`config.mk`:
```
export PLATFORM = sky130hd
export DESIGN_NAME = bitmap_set_with_min_tracking
export DESIGN_NICKNAME = d
export VERILOG_FILES = /design/src/design/bsmt_pkg.sv /design/src/design/bitmap_set_with_min_tracking.sv /design/src/design/bsmt_ram.sv
export SDC_FILE = /design/constraint.sdc
export NUM_CORES = 1
export LEC_CHECK = 0
export ABC_AREA = 1
export CORE_UTILIZATION = 66
export CTS_BUF_LIST = sky130_fd_sc_hd__clkbuf_4 sky130_fd_sc_hd__clkbuf_8
export CTS_CLUSTER_DIAMETER = 80
export DETAILED_ROUTE_END_ITERATION = 10
export DONT_BUFFER_PORTS = 1
export PLACE_DENSITY = 0.88
export SETUP_SLACK_MARGIN = 0.3
export SYNTH_ARGS = -nofsm -noshare
export SYNTH_HDL_FRONTEND = slang
export SYNTH_HIERARCHICAL = 1
export SYNTH_SLANG_ARGS = --single-unit
export TNS_END_PERCENT = 20
```
`constraint.sdc`:
```
create_clock -name clk -period 5.3 [get_ports clk]
set_input_delay 1.06 -clock clk [delete_from_list [all_inputs] [get_ports clk]]
set_output_delay 1.06 -clock clk [all_outputs]
set_load 0.01 [all_outputs]
```
`src/design/bsmt_pkg.sv`:
```
`timescale 1ns / 1ps
// ----------------------------------------------------------------------------
// Bitmap set package
// Operation and status codes, sequencer states and a word helper used by
// the bitmap set with minimum tracking.
// ----------------------------------------------------------------------------
package bsmt_pkg;

  localparam int WORD_W = 16;
  localparam int OFF_W  = 4;

  localparam logic [2:0] OP_SET       = 3'd0;
  localparam logic [2:0] OP_UNSET     = 3'd1;
  localparam logic [2:0] OP_TEST      = 3'd2;
  localparam logic [2:0] OP_POP       = 3'd3;
  localparam logic [2:0] OP_SET_ALL   = 3'd4;
  localparam logic [2:0] OP_CLEAR_ALL = 3'd5;

  localparam logic [1:0] ST_OK     = 2'd0;
  localparam logic [1:0] ST_BOUNDS = 2'd1;
  localparam logic [1:0] ST_EMPTY  = 2'd2;

  typedef enum logic [2:0] {
    S_IDLE,
    S_MODIFY,
    S_SCAN_RD,
    S_SCAN_CHK,
    S_FILL,
    S_DONE
  } state_t;

  function automatic logic [OFF_W-1:0] lowest_bit(input logic [WORD_W-1:0] w);
    logic [OFF_W-1:0] pos;
    pos = '0;
    for (int i = WORD_W - 1; i >= 0; i--) begin
      if (w[i]) begin
        pos = OFF_W'(i);
      end
    end
    return pos;
  endfunction

endpackage

```
`src/design/bitmap_set_with_min_tracking.sv`:
```
`timescale 1ns / 1ps
// ----------------------------------------------------------------------------
// Bitmap set with minimum tracking
// Membership bitmap held as 16-bit words in one memory, with a live count,
// the lowest member and an all-set flag. A small sequencer reads, modifies
// and writes one word per step and walks words upward to find a new head.
// ----------------------------------------------------------------------------
// Set, unset and pop read one word and write it back; test only reads it. A
// rescan for a new head reads words upward from the removed member until one
// holds a member or the last word is passed. Set all and clear all write one
// word per cycle over all words. One item is in work at a time.
// Reset and every capacity write start a clearing pass over all NWORDS words,
// NWORDS = ceil(min(MAX_ELEMENTS, 511) / 16), during which no item is taken.
module bitmap_set_with_min_tracking
  import bsmt_pkg::*;
#(
  parameter int MAX_ELEMENTS = 256
) (
  input  logic       clk,
  input  logic       rst_n,
  input  logic       in_valid,
  output logic       in_stall,
  input  logic [2:0] in_op,
  input  logic [7:0] in_index,
  output logic       out_valid,
  input  logic       out_stall,
  output logic       out_was_member,
  output logic [7:0] out_popped_index,
  output logic [7:0] out_head_index,
  output logic       out_head_valid,
  output logic [8:0] out_member_count,
  output logic       out_all_set,
  output logic [1:0] out_status,
  input  logic       cfg_valid,
  output logic       cfg_ready,
  input  logic [8:0] cfg_capacity
);

  localparam int CAP_MAX = (MAX_ELEMENTS < 511) ? MAX_ELEMENTS : 511;
  localparam int NWORDS  = (CAP_MAX + WORD_W - 1) / WORD_W;
  localparam int AW      = (NWORDS > 1) ? $clog2(NWORDS) : 1;
  localparam int POS_W   = AW + OFF_W;
  localparam int CNT_W   = $clog2(CAP_MAX + 1);

  state_t                state_r, state_nxt;
  logic [2:0]            op_r, op_nxt;
  logic [POS_W-1:0]      pos_r, pos_nxt;
  logic                  was_r, was_nxt;
  logic [7:0]            popped_r, popped_nxt;
  logic [1:0]            status_r, status_nxt;
  logic [POS_W-1:0]      head_r, head_nxt;
  logic                  hv_r, hv_nxt;
  logic [CNT_W-1:0]      cnt_r, cnt_nxt;
  logic [CNT_W-1:0]      cap_r, cap_nxt;
  logic [AW:0]           scan_w_r, scan_w_nxt;
  logic [OFF_W-1:0]      scan_off_r, scan_off_nxt;
  logic [AW-1:0]         fill_w_r, fill_w_nxt;
  logic                  fill_set_r, fill_set_nxt;
  logic                  fill_rpt_r, fill_rpt_nxt;

  logic                  out_valid_r, out_valid_nxt;
  logic                  out_was_r, out_was_nxt;
  logic [7:0]            out_popped_r, out_popped_nxt;
  logic [7:0]            out_head_r, out_head_nxt;
  logic                  out_hv_r, out_hv_nxt;
  logic [8:0]            out_cnt_r, out_cnt_nxt;
  logic                  out_all_r, out_all_nxt;
  logic [1:0]            out_status_r, out_status_nxt;

  logic                  ram_we;
  logic [AW-1:0]         ram_waddr;
  logic [WORD_W-1:0]     ram_wdata;
  logic                  ram_re;
  logic [AW-1:0]         ram_raddr;
  logic [WORD_W-1:0]     ram_rdata;

  logic                  accept;
  logic [POS_W-1:0]      in_pos;
  logic [POS_W:0]        cap_x;
  logic [POS_W:0]        last_pos;
  logic [AW:0]           last_w;
  logic [AW:0]           full_w;
  logic [AW:0]           fill_k;
  logic [WORD_W-1:0]     fill_mask;
  logic [OFF_W-1:0]      off;
  logic [WORD_W-1:0]     bit_sel;
  logic                  cur_bit;
  logic [POS_W:0]        next_pos;
  logic [WORD_W-1:0]     scan_masked;
  logic                  out_free;

  bsmt_ram #(
    .WIDTH (WORD_W),
    .DEPTH (NWORDS)
  ) u_ram (
    .clk     (clk),
    .wr_en   (ram_we),
    .wr_addr (ram_waddr),
    .wr_data (ram_wdata),
    .rd_en   (ram_re),
    .rd_addr (ram_raddr),
    .rd_data (ram_rdata)
  );

  assign cfg_ready = 1'b1;
  assign in_stall  = (state_r != S_IDLE);
  assign accept    = in_valid && (state_r == S_IDLE);
  assign in_pos    = POS_W'(in_index);
  assign out_free  = !out_valid_r || !out_stall;

  assign cap_x     = (POS_W + 1)'(cap_r);
  assign last_pos  = cap_x - (POS_W + 1)'(1);
  assign last_w    = last_pos[POS_W:OFF_W];
  assign full_w    = cap_x[POS_W:OFF_W];
  assign fill_k    = (AW + 1)'(fill_w_r);

  always_comb begin
    if (fill_k < full_w) begin
      fill_mask = '1;
    end else if (fill_k == full_w) begin
      fill_mask = (WORD_W'(1) << cap_x[OFF_W-1:0]) - WORD_W'(1);
    end else begin
      fill_mask = '0;
    end
  end

  assign off         = pos_r[OFF_W-1:0];
  assign bit_sel     = WORD_W'(1) << off;
  assign cur_bit     = |(ram_rdata & bit_sel);
  assign next_pos    = (POS_W + 1)'(pos_r) + (POS_W + 1)'(1);
  assign scan_masked = ram_rdata & ({WORD_W{1'b1}} << scan_off_r);

  always_comb begin
    state_nxt      = state_r;
    op_nxt         = op_r;
    pos_nxt        = pos_r;
    was_nxt        = was_r;
    popped_nxt     = popped_r;
    status_nxt     = status_r;
    head_nxt       = head_r;
    hv_nxt         = hv_r;
    cnt_nxt        = cnt_r;
    cap_nxt        = cap_r;
    scan_w_nxt     = scan_w_r;
    scan_off_nxt   = scan_off_r;
    fill_w_nxt     = fill_w_r;
    fill_set_nxt   = fill_set_r;
    fill_rpt_nxt   = fill_rpt_r;
    out_valid_nxt  = out_valid_r && out_stall;
    out_was_nxt    = out_was_r;
    out_popped_nxt = out_popped_r;
    out_head_nxt   = out_head_r;
    out_hv_nxt     = out_hv_r;
    out_cnt_nxt    = out_cnt_r;
    out_all_nxt    = out_all_r;
    out_status_nxt = out_status_r;
    ram_we         = 1'b0;
    ram_waddr      = pos_r[POS_W-1:OFF_W];
    ram_wdata      = ram_rdata;
    ram_re         = 1'b0;
    ram_raddr      = in_pos[POS_W-1:OFF_W];

    unique case (state_r)
      S_IDLE: begin
        if (accept) begin
          op_nxt     = in_op;
          pos_nxt    = in_pos;
          was_nxt    = 1'b0;
          popped_nxt = '0;
          status_nxt = ST_OK;
          case (in_op) inside
            OP_SET, OP_UNSET, OP_TEST: begin
              if (9'(in_index) >= 9'(cap_r)) begin
                status_nxt = ST_BOUNDS;
                state_nxt  = S_DONE;
              end else begin
                ram_re    = 1'b1;
                state_nxt = S_MODIFY;
              end
            end
            OP_POP: begin
              if (!hv_r) begin
                status_nxt = ST_EMPTY;
                state_nxt  = S_DONE;
              end else begin
                pos_nxt    = head_r;
                popped_nxt = 8'(head_r);
                ram_re     = 1'b1;
                ram_raddr  = head_r[POS_W-1:OFF_W];
                state_nxt  = S_MODIFY;
              end
            end
            OP_SET_ALL, OP_CLEAR_ALL: begin
              fill_w_nxt   = '0;
              fill_set_nxt = (in_op == OP_SET_ALL);
              fill_rpt_nxt = 1'b1;
              state_nxt    = S_FILL;
            end
            default: begin
              state_nxt = S_DONE;
            end
          endcase
        end
      end
      S_MODIFY: begin
        state_nxt = S_DONE;
        was_nxt   = cur_bit;
        case (op_r)
          OP_SET: begin
            ram_we    = 1'b1;
            ram_wdata = ram_rdata | bit_sel;
            if (!cur_bit) begin
              cnt_nxt = cnt_r + CNT_W'(1);
            end
            if (!hv_r || (pos_r < head_r)) begin
              head_nxt = pos_r;
              hv_nxt   = 1'b1;
            end
          end
          OP_UNSET, OP_POP: begin
            ram_we    = 1'b1;
            ram_wdata = ram_rdata & ~bit_sel;
            if (op_r == OP_POP) begin
              was_nxt = 1'b1;
            end
            if (cur_bit) begin
              cnt_nxt = cnt_r - CNT_W'(1);
            end
            if (hv_r && (head_r == pos_r)) begin
              head_nxt     = '0;
              hv_nxt       = 1'b0;
              scan_w_nxt   = next_pos[POS_W:OFF_W];
              scan_off_nxt = next_pos[OFF_W-1:0];
              state_nxt    = S_SCAN_RD;
            end
          end
          default: begin
          end
        endcase
      end
      S_SCAN_RD: begin
        if (scan_w_r > last_w) begin
          state_nxt = S_DONE;
        end else begin
          ram_re    = 1'b1;
          ram_raddr = scan_w_r[AW-1:0];
          state_nxt = S_SCAN_CHK;
        end
      end
      S_SCAN_CHK: begin
        if (|scan_masked) begin
          head_nxt  = {scan_w_r[AW-1:0], lowest_bit(scan_masked)};
          hv_nxt    = 1'b1;
          state_nxt = S_DONE;
        end else begin
          scan_w_nxt   = scan_w_r + (AW + 1)'(1);
          scan_off_nxt = '0;
          state_nxt    = S_SCAN_RD;
        end
      end
      S_FILL: begin
        ram_we     = 1'b1;
        ram_waddr  = fill_w_r;
        ram_wdata  = fill_set_r ? fill_mask : '0;
        fill_w_nxt = fill_w_r + AW'(1);
        if (fill_w_r == AW'(NWORDS - 1)) begin
          head_nxt  = '0;
          hv_nxt    = fill_set_r;
          cnt_nxt   = fill_set_r ? cap_r : '0;
          state_nxt = fill_rpt_r ? S_DONE : S_IDLE;
        end
      end
      S_DONE: begin
        if (out_free) begin
          out_valid_nxt  = 1'b1;
          out_was_nxt    = was_r;
          out_popped_nxt = popped_r;
          out_head_nxt   = hv_r ? 8'(head_r) : 8'd0;
          out_hv_nxt     = hv_r;
          out_cnt_nxt    = 9'(cnt_r);
          out_all_nxt    = (cnt_r == cap_r);
          out_status_nxt = status_r;
          state_nxt      = S_IDLE;
        end
      end
      default: begin
        state_nxt = S_IDLE;
      end
    endcase

    if (cfg_valid) begin
      if (cfg_capacity == 9'd0) begin
        cap_nxt = CNT_W'(1);
      end else if (int'(cfg_capacity) > CAP_MAX) begin
        cap_nxt = CNT_W'(CAP_MAX);
      end else begin
        cap_nxt = CNT_W'(cfg_capacity);
      end
      head_nxt     = '0;
      hv_nxt       = 1'b0;
      cnt_nxt      = '0;
      fill_w_nxt   = '0;
      fill_set_nxt = 1'b0;
      fill_rpt_nxt = 1'b0;
      state_nxt    = S_FILL;
    end
  end

  always_ff @(posedge clk) begin
    if (!rst_n) begin
      state_r     <= S_FILL;
      head_r      <= '0;
      hv_r        <= 1'b0;
      cnt_r       <= '0;
      cap_r       <= CNT_W'((CAP_MAX < 256) ? CAP_MAX : 256);
      fill_w_r    <= '0;
      fill_set_r  <= 1'b0;
      fill_rpt_r  <= 1'b0;
      out_valid_r <= 1'b0;
    end else begin
      state_r     <= state_nxt;
      head_r      <= head_nxt;
      hv_r        <= hv_nxt;
      cnt_r       <= cnt_nxt;
      cap_r       <= cap_nxt;
      fill_w_r    <= fill_w_nxt;
      fill_set_r  <= fill_set_nxt;
      fill_rpt_r  <= fill_rpt_nxt;
      out_valid_r <= out_valid_nxt;
    end
  end

  always_ff @(posedge clk) begin
    op_r         <= op_nxt;
    pos_r        <= pos_nxt;
    was_r        <= was_nxt;
    popped_r     <= popped_nxt;
    status_r     <= status_nxt;
    scan_w_r     <= scan_w_nxt;
    scan_off_r   <= scan_off_nxt;
    out_was_r    <= out_was_nxt;
    out_popped_r <= out_popped_nxt;
    out_head_r   <= out_head_nxt;
    out_hv_r     <= out_hv_nxt;
    out_cnt_r    <= out_cnt_nxt;
    out_all_r    <= out_all_nxt;
    out_status_r <= out_status_nxt;
  end

  assign out_valid        = out_valid_r;
  assign out_was_member   = out_was_r;
  assign out_popped_index = out_popped_r;
  assign out_head_index   = out_head_r;
  assign out_head_valid   = out_hv_r;
  assign out_member_count = out_cnt_r;
  assign out_all_set      = out_all_r;
  assign out_status       = out_status_r;

endmodule

```
`src/design/bsmt_ram.sv`:
```
`timescale 1ns / 1ps
// ----------------------------------------------------------------------------
// Generic word memory
// One write port and one read port with registered read data.
// ----------------------------------------------------------------------------
module bsmt_ram #(
  parameter int WIDTH = 16,
  parameter int DEPTH = 16
) (
  input  logic                                  clk,
  input  logic                                  wr_en,
  input  logic [(DEPTH > 1 ? $clog2(DEPTH) : 1)-1:0] wr_addr,
  input  logic [WIDTH-1:0]                      wr_data,
  input  logic                                  rd_en,
  input  logic [(DEPTH > 1 ? $clog2(DEPTH) : 1)-1:0] rd_addr,
  output logic [WIDTH-1:0]                      rd_data
);

  logic [WIDTH-1:0] mem [DEPTH];

  always_ff @(posedge clk) begin
    if (wr_en) begin
      mem[wr_addr] <= wr_data;
    end
    if (rd_en) begin
      rd_data <= mem[rd_addr];
    end
  end

endmodule
```
Word-level counts from Yosys, hierarchy flattened
Memories as Yosys holds them, arrays and structs flattened. A register that Yosys moved wholly into a read port is not among the register bits.
Cells that the tools add are included.
W data, S select, Z words.

word-level totals
  flip-flop bits (word level) = 98
  output and inout port bits = 33
  memories kept = 1
  input port bits = 25
  RAM bits = 256

memory list
  memory     depth  width  rd ports  clocked after memory_dff  wr ports  RTL line        RTL
  u_ram.mem  16     16     1         1                         1         bsmt_ram.sv:19  logic [WIDTH-1:0] mem [DEPTH];

cells by class
  add/subtract/negate cells = 7
  order comparisons = 5
  reduce and logical (&&, ||, !) cells = 35
  mux-type cells = 100
  bitwise gates (word level) = 8
  eq/ne operators = 31
  shift operators = 3

operators with widths
  kind                     count
  $mux W4                  29
  $mux W8                  8
  $pmux W16 S2             2
  $mux W9                  6
  $and A16 B16 Y16         3
  $mux W16                 3
  $mux W3                  12
  $pmux W9 S2              2
  $reduce_or A16 Y1        2
  $shl A1 B4 Y16 const A   2
  $pmux W4 S2              3
  $pmux W8 S3              1
  $mux W1                  20
  $ne A2 B2 Y1 const B     9
  $pmux W3 S6              1
  $sub A9 B1 Y9 const B    2
  $not A16 Y16             1
  $or A16 B16 Y16          1
  $pmux W8 S2              1
  $shl A16 B4 Y16 const A  1
  $sub A16 B2 Y16 const B  1
  $eq A3 B2 Y1 const B     5
  $mux W5                  3
  $reduce_and A5 Y1        3
  other kinds (37)         68

Longest topological paths before layout
  depth in word-level cells = 20
  mapped depth = 32
  depth with buffers taken out = 29

Hierarchy
The synthesis kept the hierarchy.

modules (own cells, without submodules)
  module                        area an instance (µm²)  instances  cells an instance  sequential area each (µm²)
  bsmt_ram                      11541.1                 1          1074               8167.8
  bitmap_set_with_min_tracking  6671.4                  1          874                2572.5

Worst setup path before layout
Ideal clock, no wire load.

  kind = reg-to-reg
  start point = reg cap_r[1]
  end point = reg u_ram.rd_data[13] (read register of u_ram.mem) (data pin)
  buffers on the path = 3
  clock period less this slack = 3.702 ns
  setup time = 0.254 ns
  arrival time = 3.448 ns
  setup slack = 1.598 ns
  cell stages (with the launch flop) = 30
  cell sequence = dfxtp_1 -> buf_2 -> nor2_2 -> inv_1 -> nor2_2 -> inv_1 -> nor2_1 -> inv_1 -> nor2_1 -> inv_1 -> nor2_1 -> inv_1 -> nor2_2 -> nand2_1 -> xor2_1 -> ha_1 -> a21oi_1 -> o21ai_0 -> nand2_1 -> inv_1 -> nor2_1 -> nand2_1 -> a32oi_1 -> buf_4 -> buf_4 -> nand2_1 -> nand3_1 -> nand3_1 -> nand3_1 -> nand2_1

on the way
  elaborated cells between the ends (all ways) = 10
  classes of those cells = add/sub: 1; order compare: 2; mux: 7

RTL lines
  what                    RTL line                             RTL
  from (decl)             bitmap_set_with_min_tracking.sv:54   logic [CNT_W-1:0] cap_r, cap_nxt;
  from (signal assigned)  bitmap_set_with_min_tracking.sv:315  cap_r <= CNT_W'((CAP_MAX < 256) ? CAP_MAX : 256);
  from (signal assigned)  bitmap_set_with_min_tracking.sv:325  cap_r <= cap_nxt;
  $sub A9 B1 Y9           bitmap_set_with_min_tracking.sv:112  assign last_pos = cap_x - (POS_W + 1)'(1);
  $gt A5 B5 Y1            bitmap_set_with_min_tracking.sv:242  if (scan_w_r > last_w) begin
  $mux W4                 bitmap_set_with_min_tracking.sv:242
  $pmux W4 S2             bitmap_set_with_min_tracking.sv:163  unique case (state_r)
  named net ram_raddr[0]  bitmap_set_with_min_tracking.sv:74   logic [AW-1:0] ram_raddr;
  to (decl)               bsmt_ram.sv:16                       output logic [WIDTH-1:0] rd_data

The timed path passes the listed nets, and every way through them passes these cells.
A chain may end at the register's enable or synchronous reset.

Worst setup path in the final report
Same ends and word-level chain as after synthesis.

==> impl_summary.txt <==
----------------------------------------------------
[Die]
  Chip width ... between 150 and 200 µm
  Chip height ... between 150 and 200 µm
  Placeable core region ... approximately 27,000 µm²
  Full die area ... 28,300 µm²
  Number of placed I/O pins ... 58
  Floorplan row count ... 60
  Initial cell density of the core ... 67.4%

[Routing]
  Routed vias ... between 10,000 and 15,000
  Number of nets with antenna violations after routing ... 0
  Drt drc ... 0
  Per-cell routed wire length ... roughly 20 µm
  Vias per cell ... 6.03
  Total wire length ... 47,200 µm
  First-pass iteration count of the detailed router ... 7
  Number of DRC violations after detailed-routing iteration 0 ... roughly 1,900

[Layout]
  Commonest non-fill, non-tap cell in the layout ... nand2_1
  Commonest cells after routing, fill and taps aside ... nand2_1 (505), edfxtp_1 (333), inv_1 (315)
  Final nets ... about 2,000
  ANT cells ... 0
  Fraction of layout instances using a drive strength above 1 ... 8.79%
  Non-Filler Cell Area, Final ... just under 20,000 µm²
  Total of fill cells in the finished design ... roughly 1,900
  Area growth from synthesis to final layout ... 8.35%

[Logic synthesis]
  Average instance area after synthesis ... 9.35 µm²
  Share of synthesized registers carrying an async set or reset ... 0%
  Main area contributors after synthesis ... edfxtp_1 (55%), nand2_1 (10%), inv_1 (6.5%)
  Post-synthesis cell type count ... 54
  Post-synth design cell area ... about 18,000 µm²
  Number of nets in the synthesized netlist ... between 2,000 and 2,500
  Yosys warning total ... 6
  Leading area contributor after synthesis ... edfxtp_1
  Synth top area share ... between 50% and 60%
  Number of instances in the synthesized netlist ... 1,948
  Seq cells post-synth ... 370
  Most instantiated flip-flop cell in the synthesis netlist ... edfxtp_1
  Number of enable-type register cells in the synthesized netlist ... around 330
  Post-synthesis sequential area ratio ... 59.0%

[Hold path]
  Worst min-delay path category ... reg -> reg

[GRT]
  Wire length of the first global-routing pass ... between 70,000 and 80,000 µm
  Initial antenna violation count ... 0
  Largest net degree at the start of global routing ... about 130
  GRT Resource Usage Total ... between 30% and 40%
  Via count of the first global-routing pass ... about 14,000
  Grt ovf ... 0

[Setup path]
  Nature of the critical path endpoint ... flip-flop
  Data required time of the worst path ... ~5.7 ns
  Worst-path cell with the longest stage delay ... buf_12
  Data arrival time at the worst-slack endpoint ... slightly above 5 ns
  Max FO, Critical Path ... roughly 130
  Worst path max stage delay ... ~0.50 ns
  Startpoint types ... flip-flop
  Worst setup path category ... reg -> reg

[CTS]
  Buffer levels on the longest clock path ... 3
  Worst-path clk slew ... ~0.060 ns
  TritonCTS clock tree ... done
  Clk Latency, worst-skew pair ... around 0.63 ns
  Number of H-tree levels ... 2
  TritonCTS Buffers ... 57
  Buffer type at the clock tree root ... clkbuf_8
  Number of clock sinks ... 370

[Flow run]
  Max-capacitance violation count ... 0

[STA]
  Hold violation count in the final report ... 0
  # setup viols final ... 0
  Worst-case clock skew ... between 0.03 and 0.04 ns
  Tightest Pin Transition ... about 1.4 ns
  Shortest clock period the worst path allows after layout ... 4.68 ns
  Fmax ... between 200 and 250 MHz
  Final Cycle Share ... around nine tenths
  Accumulated negative setup slack ... 0 ns
  Unrepaired setup endpoints after global routing ... true
  Worst slew slack as a fraction of its limit ... 7.81%
  Max Slew Vio Count ... 0

[Pwr]
  VDD IR-drop max ... approximately 0.24 mV
  PwrDens ... between 200 and 300 nW/µm²
  Leakage power ... between 8 and 9 nW

[Outcome]
  Run status ... complete, no violations

[Placed design]
  Last weighted congestion value of the routability-driven placer ... 0.912
  Number of port buffers ... 0
  Area of placed instances ... around 19,000 µm²
  Half-perimeter wire length of the detailed placement result ... a little over 30,000 µm

----------------------------------------------------
## logic make-up (layout without fill, tap and decap cells)
group,after synthesis,count (layout),synth area share [%]
xor gates and xnor gates,16,16,0.769
adders and majority gates,42,42,2.93
AOI/OAI and AO/OA,219,219,7.08
buffers and inverters,403,468,9.14
other,1,1,0.0206
and+or+nand+nor,897,897,21.1
DFF,370,370,59.0
## metrics by stage
stage | power [mW] | hold WS (ns) | utilization [%] | instances | worst slack, ns
global placement | 3.52 | 0.400 | 68.7 | 2248 | 0.818
CTS | 5.88 | 0.421 | 72.9 | 2352 | 0.598
finish | 5.86 | 0.419 | 73.0 | 2354 | 0.619
detailed placement | 3.53 | 0.405 | 68.7 | 2248 | 0.613
floorplan | 3.46 | 0.400 | - | 1948 | 1.60
global route | 6.04 | 0.424 | 73.0 | 2354 | 0.292
## synth_stat cells (all sizes together) (2+ instances only)
master    n
nand2   508
edfxtp  333
inv     327
nand3   222
nor2    127
o21ai    84
a21oi    67
buf      51
ha       41
dfxtp    37
o22ai    25
clkbuf   22
nor3     19
xor2     11
a32oi    10
nand4     9
a22oi     7
o211ai    6
nand3b    5
xnor2     5
a211oi    4
a31oi     4
nor4      4
a221oi    3
clkinv    3
a21boi    2
o21bai    2
## repair_timing
| item | 4_1_cts | 5_1_grt |
|---|---|---|
| buffers inserted | 0 | 0 |
| setup endpoints to repair | 0 | 16 |
| resized for setup | 0 | 1 |
| hold buffers | 0 | 0 |
## registers in the layout, indices dropped and copies added, names as in the netlist, 4 cells and up
register          flops
u_ram/mem           256
u_ram/rd_data        16
cap_r                 9
cnt_r                 9
out_member_count      9
head_r                8
out_head_index        8
out_popped_index      8
popped_r              8
pos_r                 8
scan_w_r              5
fill_w_r              4
scan_off_r            4
## path summary, 6_finish.rpt
| path | startpoint | endpoint | slack (ns) | cells past startpoint |
|---|---|---|---|---|
| worst max-delay path | cap_r[1] | u_ram/rd_data[13] | 0.62 | 28 |
| worst min-delay path | popped_r[0] | out_popped_index[0] | 0.42 | 0 |
| worst min register to register | popped_r[0] | out_popped_index[0] | 0.42 | 0 |
| worst max register to register | cap_r[1] | u_ram/rd_data[13] | 0.62 | 28 |
## worst max-delay path: cells and delay by family (launching register included)
family | cells | cell delay, ns
compound gates | 1 | 0.36
xor+xnor | 1 | 0.16
fa+ha+maj | 1 | 0.31
buf+inv | 7 | 0.95
flops | 1 | 0.38
simple gates | 18 | 2.20
## power breakdown
group / internal [mW] / leakage [nW] / switching (mW) / total, mW
sequential: 3.16 / 3.29 / 0.0111 / 3.17
combinational: 0.0925 / 4.53 / 0.214 / 0.306
clock: 1.27 / 0.616 / 1.11 / 2.38
## final cells by class
class	count	area, µm²	share of cell area [%]
timing repair buffer	34	309	1.57
sequential	370	10700	54.4
tap	341	427	2.16
multi-input combinational	1175	5860	29.7
clock inverter	27	194	0.983
inverter	330	1250	6.32
clock buffer	77	953	4.83
## routing by layer
metal	track usage [%]	part of all wire, %
met5	0	0
met4	18.2	5.2
met3	5.43	11
met2	55.4	47
met1	43.8	36
Power figures use the tool's default switching activity.
